File: src/design/efd_pkg.sv
`timescale 1ns / 1ps
// ----------------------------------------------------------------------------
// efd_pkg: shared types and constants of the eeg frame decoder
// Frame layout constants, result kinds, the job record passed from the
// byte parser to the scaling engine and the configuration bundle.
// ----------------------------------------------------------------------------
package efd_pkg;

  localparam int DEF_MAX_CHIPS       = 4;
  localparam int DEF_TIMESTAMP_BYTES = 8;
  localparam int CHIP_CHANNELS       = 8;
  localparam int CH_SEL_W            = $clog2(CHIP_CHANNELS);
  localparam int SEQ_BYTES           = 4;
  localparam int CHIP_BYTES          = 3 + 3 * CHIP_CHANNELS;
  localparam int LEADOFF_LSB         = 12;
  localparam int MASK_SLOTS          = 32 / CHIP_CHANNELS;
  localparam logic [22:0] FULL_SCALE = 23'h7FFFFF;

  localparam int QUEUE_DEPTH = 4;
  localparam int QPTR_W      = $clog2(QUEUE_DEPTH);
  localparam int QCNT_W      = $clog2(QUEUE_DEPTH + 1);

  localparam int OUT_TDATA_W = 200;

  localparam logic KIND_CHANNEL = 1'b0;
  localparam logic KIND_SUMMARY = 1'b1;

  typedef struct packed {
    logic [2:0]  chip_count;
    logic [4:0]  gain;
    logic [22:0] vref_microvolts;
  } cfg_t;

  typedef struct packed {
    logic        kind;
    logic [4:0]  channel_index;
    logic [23:0] raw_sample;
    logic [31:0] sequence_number;
    logic [63:0] frame_timestamp;
    logic [31:0] lead_off_mask;
    logic [31:0] dropped_count;
  } job_t;

  typedef struct packed {
    logic [1:0] n;
    job_t       a;
    job_t       b;
  } push_t;

endpackage

File: src/design/eeg_frame_decoder_unit.sv
`timescale 1ns / 1ps
// ----------------------------------------------------------------------------
// eeg_frame_decoder_unit: eeg converter frame decoder
// Decodes a byte stream of frames into scaled channel values and a frame
// summary per frame, with an apb register port for chip count, gain and
// reference voltage.
// ----------------------------------------------------------------------------
// usage
//   s_* carries one frame byte per transaction, s_tuser high on the first
//   byte of a new block resyncs the parser and drops any partial frame.
//   m_* carries results: tuser 0 channel value, tuser 1 frame summary with
//   tlast high. A byte that ends a sample and the frame gives the channel
//   value first, then the summary.
//   the parser takes a byte per cycle while the four entry job queue has
//   room for two jobs. the scaling engine works on one job at a time: a
//   channel value is loaded, multiplied, divided at two quotient bits per
//   step and put in the output register; a summary is loaded and put in
//   the output register. the engine takes its next job only after the
//   previous result has moved into the output register.
//   when m_tready is low the finished result waits in the output register,
//   the engine holds its next result and the parser fills the queue before
//   s_tready drops.
//   reset clears the frame state, the previous sequence number and sets
//   chip count 1, gain 1 and reference 0. write registers only when idle.
// ----------------------------------------------------------------------------
module eeg_frame_decoder_unit
  import efd_pkg::*;
#(
  parameter int MAX_CHIPS       = DEF_MAX_CHIPS,
  parameter int TIMESTAMP_BYTES = DEF_TIMESTAMP_BYTES
) (
  input  logic                   clk,
  input  logic                   rst,
  input  logic                   psel,
  input  logic                   penable,
  input  logic                   pwrite,
  input  logic [3:0]             paddr,
  input  logic [31:0]            pwdata,
  output logic [31:0]            prdata,
  output logic                   pready,
  input  logic                   s_tvalid,
  output logic                   s_tready,
  input  logic [7:0]             s_tdata,   // data_byte
  input  logic                   s_tuser,   // chunk_start
  output logic                   m_tvalid,
  input  logic                   m_tready,
  // channel_index, microvolts_q8, sequence_number, frame_timestamp,
  // lead_off_mask, dropped_count, zero pad
  output logic [OUT_TDATA_W-1:0] m_tdata,
  output logic                   m_tuser,   // kind
  output logic                   m_tlast    // frame_last
);

  localparam logic [1:0] REG_CHIP_COUNT = 2'd0;
  localparam logic [1:0] REG_GAIN       = 2'd1;
  localparam logic [1:0] REG_VREF       = 2'd2;

  cfg_t  cfg;
  logic  cfg_wr;
  push_t push;
  logic  room;
  logic  pop;
  job_t  head;
  logic  not_empty;

  assign pready = 1'b1;
  assign cfg_wr = psel & penable & pwrite & pready;

  always_ff @(posedge clk) begin
    if (rst) begin
      cfg.chip_count      <= 3'd1;
      cfg.gain            <= 5'd1;
      cfg.vref_microvolts <= '0;
    end else if (cfg_wr) begin
      case (paddr[3:2])
        REG_CHIP_COUNT: cfg.chip_count      <= pwdata[2:0];
        REG_GAIN:       cfg.gain            <= pwdata[4:0];
        REG_VREF:       cfg.vref_microvolts <= pwdata[22:0];
        default: ;
      endcase
    end
  end

  always_comb begin
    case (paddr[3:2])
      REG_CHIP_COUNT: prdata = 32'(cfg.chip_count);
      REG_GAIN:       prdata = 32'(cfg.gain);
      REG_VREF:       prdata = 32'(cfg.vref_microvolts);
      default:        prdata = '0;
    endcase
  end

  efd_front #(
    .MAX_CHIPS       (MAX_CHIPS),
    .TIMESTAMP_BYTES (TIMESTAMP_BYTES)
  ) u_front (
    .clk      (clk),
    .rst      (rst),
    .s_tvalid (s_tvalid),
    .s_tready (s_tready),
    .s_tdata  (s_tdata),
    .s_tuser  (s_tuser),
    .cfg      (cfg),
    .room     (room),
    .push     (push)
  );

  efd_queue u_queue (
    .clk       (clk),
    .rst       (rst),
    .push      (push),
    .room      (room),
    .pop       (pop),
    .head      (head),
    .not_empty (not_empty)
  );

  efd_back u_back (
    .clk       (clk),
    .rst       (rst),
    .cfg       (cfg),
    .head      (head),
    .not_empty (not_empty),
    .pop       (pop),
    .m_tvalid  (m_tvalid),
    .m_tready  (m_tready),
    .m_tdata   (m_tdata),
    .m_tuser   (m_tuser),
    .m_tlast   (m_tlast)
  );

endmodule

File: src/design/efd_front.sv
`timescale 1ns / 1ps
// ----------------------------------------------------------------------------
// efd_front: frame byte parser
// Tracks the byte position in the frame, assembles header fields, status
// words and samples, and hands sample and frame summary jobs to the queue.
// ----------------------------------------------------------------------------
module efd_front
  import efd_pkg::*;
#(
  parameter int MAX_CHIPS       = DEF_MAX_CHIPS,
  parameter int TIMESTAMP_BYTES = DEF_TIMESTAMP_BYTES
) (
  input  logic       clk,
  input  logic       rst,
  input  logic       s_tvalid,
  output logic       s_tready,
  input  logic [7:0] s_tdata,   // data_byte
  input  logic       s_tuser,   // chunk_start
  input  cfg_t       cfg,
  input  logic       room,
  output push_t      push
);

  localparam int HEADER_BYTES = SEQ_BYTES + TIMESTAMP_BYTES;
  localparam int MAX_LEN      = HEADER_BYTES + MAX_CHIPS * CHIP_BYTES;
  localparam int POS_W        = $clog2(MAX_LEN + 1);
  localparam int LEN_W        = POS_W + 1;
  localparam int CHIP_W       = (MAX_CHIPS > 1) ? $clog2(MAX_CHIPS) : 1;
  localparam int WORD_W       = $clog2(CHIP_CHANNELS + 1);

  logic [POS_W-1:0]  pos;
  logic [31:0]       seq;
  logic [63:0]       ts;
  logic [15:0]       wa;
  logic [31:0]       mask;
  logic [31:0]       prev;
  logic [1:0]        wbyte;
  logic [WORD_W-1:0] widx;
  logic [CHIP_W-1:0] chip;

  logic [POS_W-1:0]  pos_c, pos_next;
  logic [31:0]       seq_c, seq_upd, seq_next;
  logic [63:0]       ts_c, ts_upd, ts_next;
  logic [15:0]       wa_c, wa_next;
  logic [31:0]       mask_c, mask_upd, mask_next;
  logic [1:0]        wbyte_c, wbyte_next;
  logic [WORD_W-1:0] widx_c, widx_next;
  logic [CHIP_W-1:0] chip_c, chip_next;

  logic              take;
  logic [3:0]        chips;
  logic [LEN_W-1:0]  frame_len;
  logic [2:0]        ts_idx;
  logic [23:0]       word;
  logic [7:0]        ch_wide;
  logic              is_sample;
  logic              is_last;
  job_t              sample_job;
  job_t              summary_job;

  assign s_tready = room;
  assign take     = s_tvalid & s_tready;

  always_comb begin
    pos_c   = s_tuser ? '0 : pos;
    seq_c   = s_tuser ? '0 : seq;
    ts_c    = s_tuser ? '0 : ts;
    wa_c    = s_tuser ? '0 : wa;
    mask_c  = s_tuser ? '0 : mask;
    wbyte_c = s_tuser ? '0 : wbyte;
    widx_c  = s_tuser ? '0 : widx;
    chip_c  = s_tuser ? '0 : chip;

    chips = (4'(cfg.chip_count) > 4'(MAX_CHIPS)) ? 4'(MAX_CHIPS) : 4'(cfg.chip_count);
    frame_len = LEN_W'(HEADER_BYTES) + LEN_W'(chips * CHIP_BYTES);

    seq_upd    = seq_c;
    ts_upd     = ts_c;
    wa_next    = wa_c;
    mask_upd   = mask_c;
    wbyte_next = wbyte_c;
    widx_next  = widx_c;
    chip_next  = chip_c;
    is_sample  = 1'b0;
    word       = {wa_c, s_tdata};
    ts_idx     = 3'(pos_c - POS_W'(SEQ_BYTES));
    ch_wide    = 8'({chip_c, CH_SEL_W'(widx_c - WORD_W'(1))});

    if (pos_c < POS_W'(SEQ_BYTES)) begin
      seq_upd[{pos_c[1:0], 3'b000} +: 8] = s_tdata;
    end else if (pos_c < POS_W'(HEADER_BYTES)) begin
      ts_upd[{ts_idx, 3'b000} +: 8] = s_tdata;
    end else begin
      case (wbyte_c)
        2'd0: wa_next = {s_tdata, 8'h00};
        2'd1: wa_next = {wa_c[15:8], s_tdata};
        default: begin
          if (widx_c == '0) begin
            for (int c = 0; c < MASK_SLOTS; c++) begin
              if (32'(chip_c) == c) begin
                mask_upd[CHIP_CHANNELS*c +: 8] =
                  mask_c[CHIP_CHANNELS*c +: 8] | word[LEADOFF_LSB +: 8];
              end
            end
          end else begin
            is_sample = 1'b1;
          end
        end
      endcase
      if (wbyte_c == 2'd2) begin
        wbyte_next = '0;
        if (widx_c == WORD_W'(CHIP_CHANNELS)) begin
          widx_next = '0;
          chip_next = chip_c + 1'b1;
        end else begin
          widx_next = widx_c + 1'b1;
        end
      end else begin
        wbyte_next = wbyte_c + 1'b1;
      end
    end

    is_last = (LEN_W'(pos_c) + LEN_W'(1)) >= frame_len;

    sample_job                 = '0;
    sample_job.kind            = KIND_CHANNEL;
    sample_job.channel_index   = ch_wide[4:0];
    sample_job.raw_sample      = word;

    summary_job                 = '0;
    summary_job.kind            = KIND_SUMMARY;
    summary_job.sequence_number = seq_upd;
    summary_job.frame_timestamp = ts_upd;
    summary_job.lead_off_mask   = mask_upd;
    summary_job.dropped_count   = seq_upd - prev - 32'd1;

    push.n = take ? (2'(is_sample) + 2'(is_last)) : 2'd0;
    push.a = is_sample ? sample_job : summary_job;
    push.b = summary_job;

    if (is_last) begin
      pos_next   = '0;
      seq_next   = '0;
      ts_next    = '0;
      mask_next  = '0;
      wa_next    = '0;
      wbyte_next = '0;
      widx_next  = '0;
      chip_next  = '0;
    end else begin
      pos_next  = pos_c + 1'b1;
      seq_next  = seq_upd;
      ts_next   = ts_upd;
      mask_next = mask_upd;
    end
  end

  always_ff @(posedge clk) begin
    if (rst) begin
      pos   <= '0;
      seq   <= '0;
      ts    <= '0;
      wa    <= '0;
      mask  <= '0;
      prev  <= '0;
      wbyte <= '0;
      widx  <= '0;
      chip  <= '0;
    end else if (take) begin
      pos   <= pos_next;
      seq   <= seq_next;
      ts    <= ts_next;
      wa    <= wa_next;
      mask  <= mask_next;
      wbyte <= wbyte_next;
      widx  <= widx_next;
      chip  <= chip_next;
      if (is_last) begin
        prev <= seq_upd;
      end
    end
  end

endmodule

File: src/design/efd_queue.sv
`timescale 1ns / 1ps
// ----------------------------------------------------------------------------
// efd_queue: job queue between parser and scaling engine
// Small register fifo taking up to two jobs a cycle, handing out one.
// ----------------------------------------------------------------------------
module efd_queue
  import efd_pkg::*;
(
  input  logic  clk,
  input  logic  rst,
  input  push_t push,
  output logic  room,
  input  logic  pop,
  output job_t  head,
  output logic  not_empty
);

  job_t              entry [QUEUE_DEPTH];
  logic [QPTR_W-1:0] wr_ptr;
  logic [QPTR_W-1:0] rd_ptr;
  logic [QCNT_W-1:0] count;
  logic [QPTR_W-1:0] wr_ptr_b;

  assign room      = count <= QCNT_W'(QUEUE_DEPTH - 2);
  assign not_empty = count != '0;
  assign head      = entry[rd_ptr];
  assign wr_ptr_b  = wr_ptr + 1'b1;

  always_ff @(posedge clk) begin
    for (int i = 0; i < QUEUE_DEPTH; i++) begin
      if (push.n != 2'd0 && wr_ptr == QPTR_W'(i)) begin
        entry[i] <= push.a;
      end
      if (push.n == 2'd2 && wr_ptr_b == QPTR_W'(i)) begin
        entry[i] <= push.b;
      end
    end
  end

  always_ff @(posedge clk) begin
    if (rst) begin
      wr_ptr <= '0;
      rd_ptr <= '0;
      count  <= '0;
    end else begin
      wr_ptr <= wr_ptr + QPTR_W'(push.n);
      if (pop) begin
        rd_ptr <= rd_ptr + 1'b1;
      end
      count <= count + QCNT_W'(push.n) - QCNT_W'(pop);
    end
  end

  assert property (@(posedge clk) disable iff (rst) count <= QCNT_W'(QUEUE_DEPTH))
    else $error("queue count beyond depth");
  assert property (@(posedge clk) disable iff (rst)
    push.n != 2'd0 |-> count <= QCNT_W'(QUEUE_DEPTH - 2))
    else $error("job pushed without room for two");
  assert property (@(posedge clk) disable iff (rst) pop |-> count != '0)
    else $error("pop from empty queue");

endmodule

File: src/design/efd_back.sv
`timescale 1ns / 1ps
// ----------------------------------------------------------------------------
// efd_back: sample scaling engine and output register
// Scales samples to Q8 microvolts with a multiply and a two bit per cycle
// restoring divider, and drives the result stream.
// ----------------------------------------------------------------------------
module efd_back
  import efd_pkg::*;
(
  input  logic                   clk,
  input  logic                   rst,
  input  cfg_t                   cfg,
  input  job_t                   head,
  input  logic                   not_empty,
  output logic                   pop,
  output logic                   m_tvalid,
  input  logic                   m_tready,
  // channel_index, microvolts_q8, sequence_number, frame_timestamp,
  // lead_off_mask, dropped_count, zero pad
  output logic [OUT_TDATA_W-1:0] m_tdata,
  output logic                   m_tuser,   // kind
  output logic                   m_tlast    // frame_last
);

  localparam int QUOT_W    = 32;
  localparam int BITS_STEP = 2;
  localparam int DIV_STEPS = QUOT_W / BITS_STEP;
  localparam int STEP_W    = $clog2(DIV_STEPS);
  localparam int DVS_W     = 28;

  typedef enum logic [1:0] {S_IDLE, S_MUL, S_DIV, S_DONE} state_t;

  state_t            state;
  job_t              job;
  logic              neg;
  logic [23:0]       mag;
  logic [DVS_W-1:0]  rem;
  logic [QUOT_W-1:0] quot;
  logic [DVS_W-1:0]  dvs;
  logic [STEP_W-1:0] step;

  logic [4:0]        g;
  logic [46:0]       prod;
  logic [DVS_W-1:0]  dvs_calc;
  logic [DVS_W:0]    trial;
  logic [DVS_W-1:0]  rem_w;
  logic [QUOT_W-1:0] quot_w;
  logic [31:0]       uv;
  logic              out_free;

  assign pop      = (state == S_IDLE) && not_empty;
  assign out_free = !m_tvalid || m_tready;

  always_comb begin
    g        = (cfg.gain == 5'd0) ? 5'd1 : cfg.gain;
    prod     = 47'(mag) * 47'(cfg.vref_microvolts);
    dvs_calc = 28'(DVS_W'(g) * DVS_W'(FULL_SCALE));
    uv       = neg ? (~quot + 32'd1) : quot;
    rem_w    = rem;
    quot_w   = quot;
    trial    = '0;
    for (int i = 0; i < BITS_STEP; i++) begin
      trial  = {rem_w, quot_w[QUOT_W-1]};
      quot_w = {quot_w[QUOT_W-2:0], 1'b0};
      if (trial >= {1'b0, dvs}) begin
        rem_w     = DVS_W'(trial - {1'b0, dvs});
        quot_w[0] = 1'b1;
      end else begin
        rem_w = trial[DVS_W-1:0];
      end
    end
  end

  always_ff @(posedge clk) begin
    if (rst) begin
      state    <= S_IDLE;
      m_tvalid <= 1'b0;
    end else begin
      if (state == S_DONE && out_free) begin
        m_tvalid <= 1'b1;
      end else if (m_tready) begin
        m_tvalid <= 1'b0;
      end
      unique case (state)
        S_IDLE: begin
          if (not_empty) begin
            job  <= head;
            neg  <= head.raw_sample[23];
            mag  <= head.raw_sample[23] ? (~head.raw_sample + 24'd1) : head.raw_sample;
            quot <= '0;
            state <= (head.kind == KIND_SUMMARY) ? S_DONE : S_MUL;
          end
        end
        S_MUL: begin
          rem   <= DVS_W'(prod[46:24]);
          quot  <= {prod[23:0], 8'h00};
          dvs   <= dvs_calc;
          step  <= '0;
          state <= S_DIV;
        end
        S_DIV: begin
          rem  <= rem_w;
          quot <= quot_w;
          step <= step + 1'b1;
          if (step == STEP_W'(DIV_STEPS - 1)) begin
            state <= S_DONE;
          end
        end
        S_DONE: begin
          if (out_free) begin
            m_tuser  <= job.kind;
            m_tlast  <= job.kind == KIND_SUMMARY;
            m_tdata  <= OUT_TDATA_W'({job.dropped_count, job.lead_off_mask,
                                      job.frame_timestamp, job.sequence_number,
                                      (job.kind == KIND_SUMMARY) ? 32'd0 : uv,
                                      job.channel_index});
            state    <= S_IDLE;
          end
        end
        default: state <= S_IDLE;
      endcase
    end
  end

  assert property (@(posedge clk) disable iff (rst) m_tvalid |-> m_tlast == m_tuser)
    else $error("frame end flag differs from result kind");
  assert property (@(posedge clk) disable iff (rst)
    (m_tvalid && m_tuser == KIND_SUMMARY) |-> m_tdata[36:0] == '0)
    else $error("summary carries channel data");
  assert property (@(posedge clk) disable iff (rst) state == S_MUL |=> state == S_DIV)
    else $error("divider not started after multiply");

endmodule
File: config.mk
export PLATFORM = sky130hd
export DESIGN_NAME = eeg_frame_decoder_unit
export DESIGN_NICKNAME = d
export VERILOG_FILES = /design/src/design/efd_pkg.sv /design/src/design/eeg_frame_decoder_unit.sv /design/src/design/efd_front.sv /design/src/design/efd_queue.sv /design/src/design/efd_back.sv
export SDC_FILE = /design/constraint.sdc
export NUM_CORES = 2
export LEC_CHECK = 0
export ABC_AREA = 1
export BUFFER_PORTS_ARGS = -buffer_cell sky130_fd_sc_hd__buf_2
export CELL_PAD_IN_SITES_DETAIL_PLACEMENT = 1
export CELL_PAD_IN_SITES_GLOBAL_PLACEMENT = 1
export CORE_MARGIN = 2
export CORE_UTILIZATION = 49
export DETAILED_ROUTE_END_ITERATION = 8
export GPL_TIMING_DRIVEN = 0
export PLACE_DENSITY = 0.86
export SLEW_MARGIN = 5
export SYNTH_ARGS = -nofsm -noshare
export SYNTH_HDL_FRONTEND = slang
export SYNTH_SLANG_ARGS = --single-unit
File: constraint.sdc
create_clock -name clk -period 21.9 [get_ports clk]
set_input_delay 1.095 -clock clk [delete_from_list [all_inputs] [get_ports clk]]
set_output_delay 1.095 -clock clk [all_outputs]
set_load 0.05 [all_outputs]
==> parameters.txt <==
Parameter                              Value

Hold path
  Path class of the lowest-slack min-delay path    reg -> reg
  Hold Path Origin    u_back.job[27]

Worst setup path
  Number of cells on the worst reg-to-reg path    25
  Critical path launch point type    flip-flop
  FF-to-FF End    u_back.rem[7]
  CP Data Arrival Time    8820 ps
  Most frequent cell on the critical path    nand2_1
  Category of the worst setup path capture point    flip-flop
  Largest stage delay, worst path    830 ps
  Setup slack of the most critical reg-to-reg path    roughly 14000 ps
  CP Class    reg -> reg
  Required @ worst endpoint    22500 ps
  Launching instance or port of the critical path    cfg[2]
  Largest fanout on the critical path    10
  Startpoint of the worst register-to-register path    cfg[2]
  Library cell contributing the largest single delay on the critical path    clkbuf_1
  Critical Path Sink    u_back.rem[7]

Final layout
  Relative area change from synthesis to final layout    12.15%
  Final standard cell area without fillers    between 90000 and 100000 µm²
  Final layout net count    11140
  Layout cell share with drive strength beyond 1    0.07009

Pwr
  Pleak    around 43 nW
  Sequential share of power    0.362
  Switching power    3.965 mW
  Design internal power    5.834 mW
  Proportion of power drawn by combinational gates    0.359
  PwrDens    99.68 nW/µm²
  Maximum vdd drop    between 0.00007 and 0.00008 V
  Switching share of power    0.4047
  Total power    9.799 mW
  Portion of total power attributed to the clock network    0.279

Run status
  Violated checks    capacitance limit, slew limit
  Run status    finished with violations

Clock network
  Setup repair bufs after CTS    0
  Maximum level of the CTS H-tree    4
  CTS tree    yes
  Total clock sinks    1475
  Post-CTS clock slew at the launch and capture registers of the worst setup and hold paths    60 ps
  Post-cts resize count    0
  Skew-Pair Late Insertion Delay    850 ps
  CTS Root Buffer Type    clkbuf_16
  Number of clock buffers inserted by TritonCTS    156
  Number of hold buffers added after CTS    0
  Worst-case clock buffer depth    3

Synthesis
  Mean post-synth cell area    8.955 µm²
  Parity-gate share of the synthesized area counting xor and xnor cells    0.01099
  Cell type with the highest aggregate area in the netlist    edfxtp_1
  Post-synthesis compound-gate area fraction    0.09215
  Async SR Flop Fraction    0
  Post-synth top area share    0.4149
  Gate count after technology mapping    9788
  Mux share of post-synthesis cell area    0
  Main synth FF type    edfxtp_1
  Synth Area in Adders    0.1559
  Ranking of synthesized cells by area    edfxtp_1 41%, fa_1 11%, nand2_1 8.4%
  Part of the Yosys area used for sequential elements    0.4752
  Area share of and/or/nand/nor cells after synthesis    0.1679
  Post-synth design cell area    between 80000 and 90000 µm²
  Total of warnings raised by yosys    0
  Combinational family with the most area after synthesis    simple AND/OR/NAND/NOR gates
  Number of different library cells in the post-synthesis netlist    59
  Most frequently used cell type in the post-synthesis netlist    nand2_1
  Number of enable-type register cells in the synthesized netlist    approximately 1200
  Yosys reg bits    around 1500
  Top cells by instance count after synthesis    1965 x nand2_1, 1735 x inv_1, 1266 x nor2_1

Flow run
  Max-capacitance violation count    1

Route
  Post-DR vias/cell    5.830
  Routed vias    74520
  Wire length reported by the detailed router    roughly 330000 µm
  Wire length per cell after detailed routing    25.89 µm
  ANT nets after route    0
  Initial detailed-routing violation count    6923
  Number of detailed-routing iterations run before antenna repair    6
  DRC violations left    0

Global route
  Number of antenna violations at the first check in global routing    20
  Wire length of the first global-routing pass    490400 µm
  Tot GR Track Use    0.3607
  Number of global-route vias before repair    80510
  Pin count of the biggest net entering global routing    52
  Total global routing overflow    0

STA
  Hold Fails Final Rpt    0
  Transition time of the tightest slew-check pin    1512 ps
  Crit path time final    8211 ps
  Fmax    121.8 MHz
  Slack of the critical path    13690 ps
  Worst relative slew slack    -0.008194
  Post-route setup TNS    0 ps
  RSZ-0062 raised after global routing    false
  Post-Route Skew    36.40 ps
  Part of the cycle the worst path needs    0.3749
  Number of max-slew violations in the final report    11
  Worst hold margin    412.3 ps
  Endpoints failing setup    0

Floorplanning
  Die area    182300 µm²
  Height of the chip    427.0 µm
  Top-level port count    289
  Area of the placeable core    178000 µm²
  Number of core rows    155
  Starting utilization of the core area    0.4924
  Die boundary width    between 400 and 500 µm

Placement
  Placer congestion estimate    roughly 0.97
  Area after detailed placement    between 90000 and 100000 µm²
  Detailed placer's ending HPWL    246500 µm
  Worst slack after detailed placement    between 10000 and 15000 ps
  Count of buffers inserted at the top-level ports    263
-- cells by family (layout without fill, tap and decap cells) --
group                    count (synthesis)  after routing
buffers and inverters                 2239           2855
adder cells (fa/ha/maj)                804            804
flip-flops                            1475           1475
other                                    2             26
AND/OR/NAND/NOR                       3689           3689
AO/OA/AOI/OAI                         1469           1469
XOR/XNOR                               110            110
-- power groups by stage --
stage | combinational, mW | clock [mW] | sequential (mW)
6_report | 3.52 | 2.73 | 3.55
5_1_grt | 3.77 | 2.83 | 3.56
4_1_cts | 3.44 | 2.74 | 3.54
3_5_place_dp | 3.38 | 0 | 3.60
3_3_place_gp | 3.21 | 0 | 3.67
2_1_floorplan | 2.02 | 0 | 3.64
-- layer usage --
metal / track usage / wire [µm] / up-vias
li1: - / - / 32280
met4: 0.2758 / 28470 / 14
met5: 0 / 84 / -
met2: 0.6084 / 160800 / 3686
met3: 0.06859 / 25030 / 1232
met1: 0.4042 / 116600 / 37310
-- state kept, by name (all words and copies together), names as in the netlist, 32 cells and up, named ones only --
signal          flops
u_front.seq        32
u_back.job        166
u_front.prev       32
u_queue.entry     760
u_front.mask       32
u_back.quot        32
u_front.ts         64
u_back.m_tdata    197
-- layout by cell type, fill, tap and decap left out, types with 264 or more instances in the layout --
| cell type | n |
|---|---|
| nand2_1 | 1965 |
| inv_1 | 1734 |
| nor2_1 | 1264 |
| edfxtp_1 | 1211 |
| o21ai_0 | 660 |
| fa_1 | 480 |
| a21oi_1 | 423 |
| clkbuf_1 | 392 |
| buf_2 | 344 |
| ha_1 | 324 |
| dfxtp_1 | 264 |
-- worst min path at each step --
stage | cells after the start | slack (ps) | endpoint
3_5_place_dp | 0 | 410 | u_back.m_tdata[136]
4_1_cts | 0 | 410 | u_back.m_tdata[140]
6_report | 0 | 410 | u_back.m_tdata[192]
5_1_grt | 0 | 420 | u_back.m_tdata[86]
2_1_floorplan | 0 | 400 | u_back.m_tdata[0]
3_3_place_gp | 0 | 400 | u_back.m_tdata[177]
-- final cells by class --
class / instances / area [µm²]
fill: 20720 / 79730
inverter: 1751 / 6573
clock buffer: 199 / 4232
antenna: 13 / 32.53
clock inverter: 87 / 937.1
tap: 2355 / 2947
multi-input combinational: 6085 / 37540
buffer: 488 / 2017
sequential: 1475 / 41650
timing repair buffer: 330 / 2381
-- through the flow --
stage / util / cells
floorplan: - / 9799
global placement: 0.5165 / 12420
detailed placement: 0.5229 / 12480
CTS: 0.5520 / 12770
global route: 0.5521 / 12780
finish: 0.5522 / 12780
-- worst max-delay path, delay by kind of cell (launching register included) --
kind,cells,cell delay [ps]
AND/OR/NAND/NOR,11,1710
adder cells (fa/ha/maj),8,4050
AO/OA/AOI/OAI,1,270
buffers and inverters,5,1600
flip-flops,1,310
No activity file was read; power rests on OpenSTA's default activity.
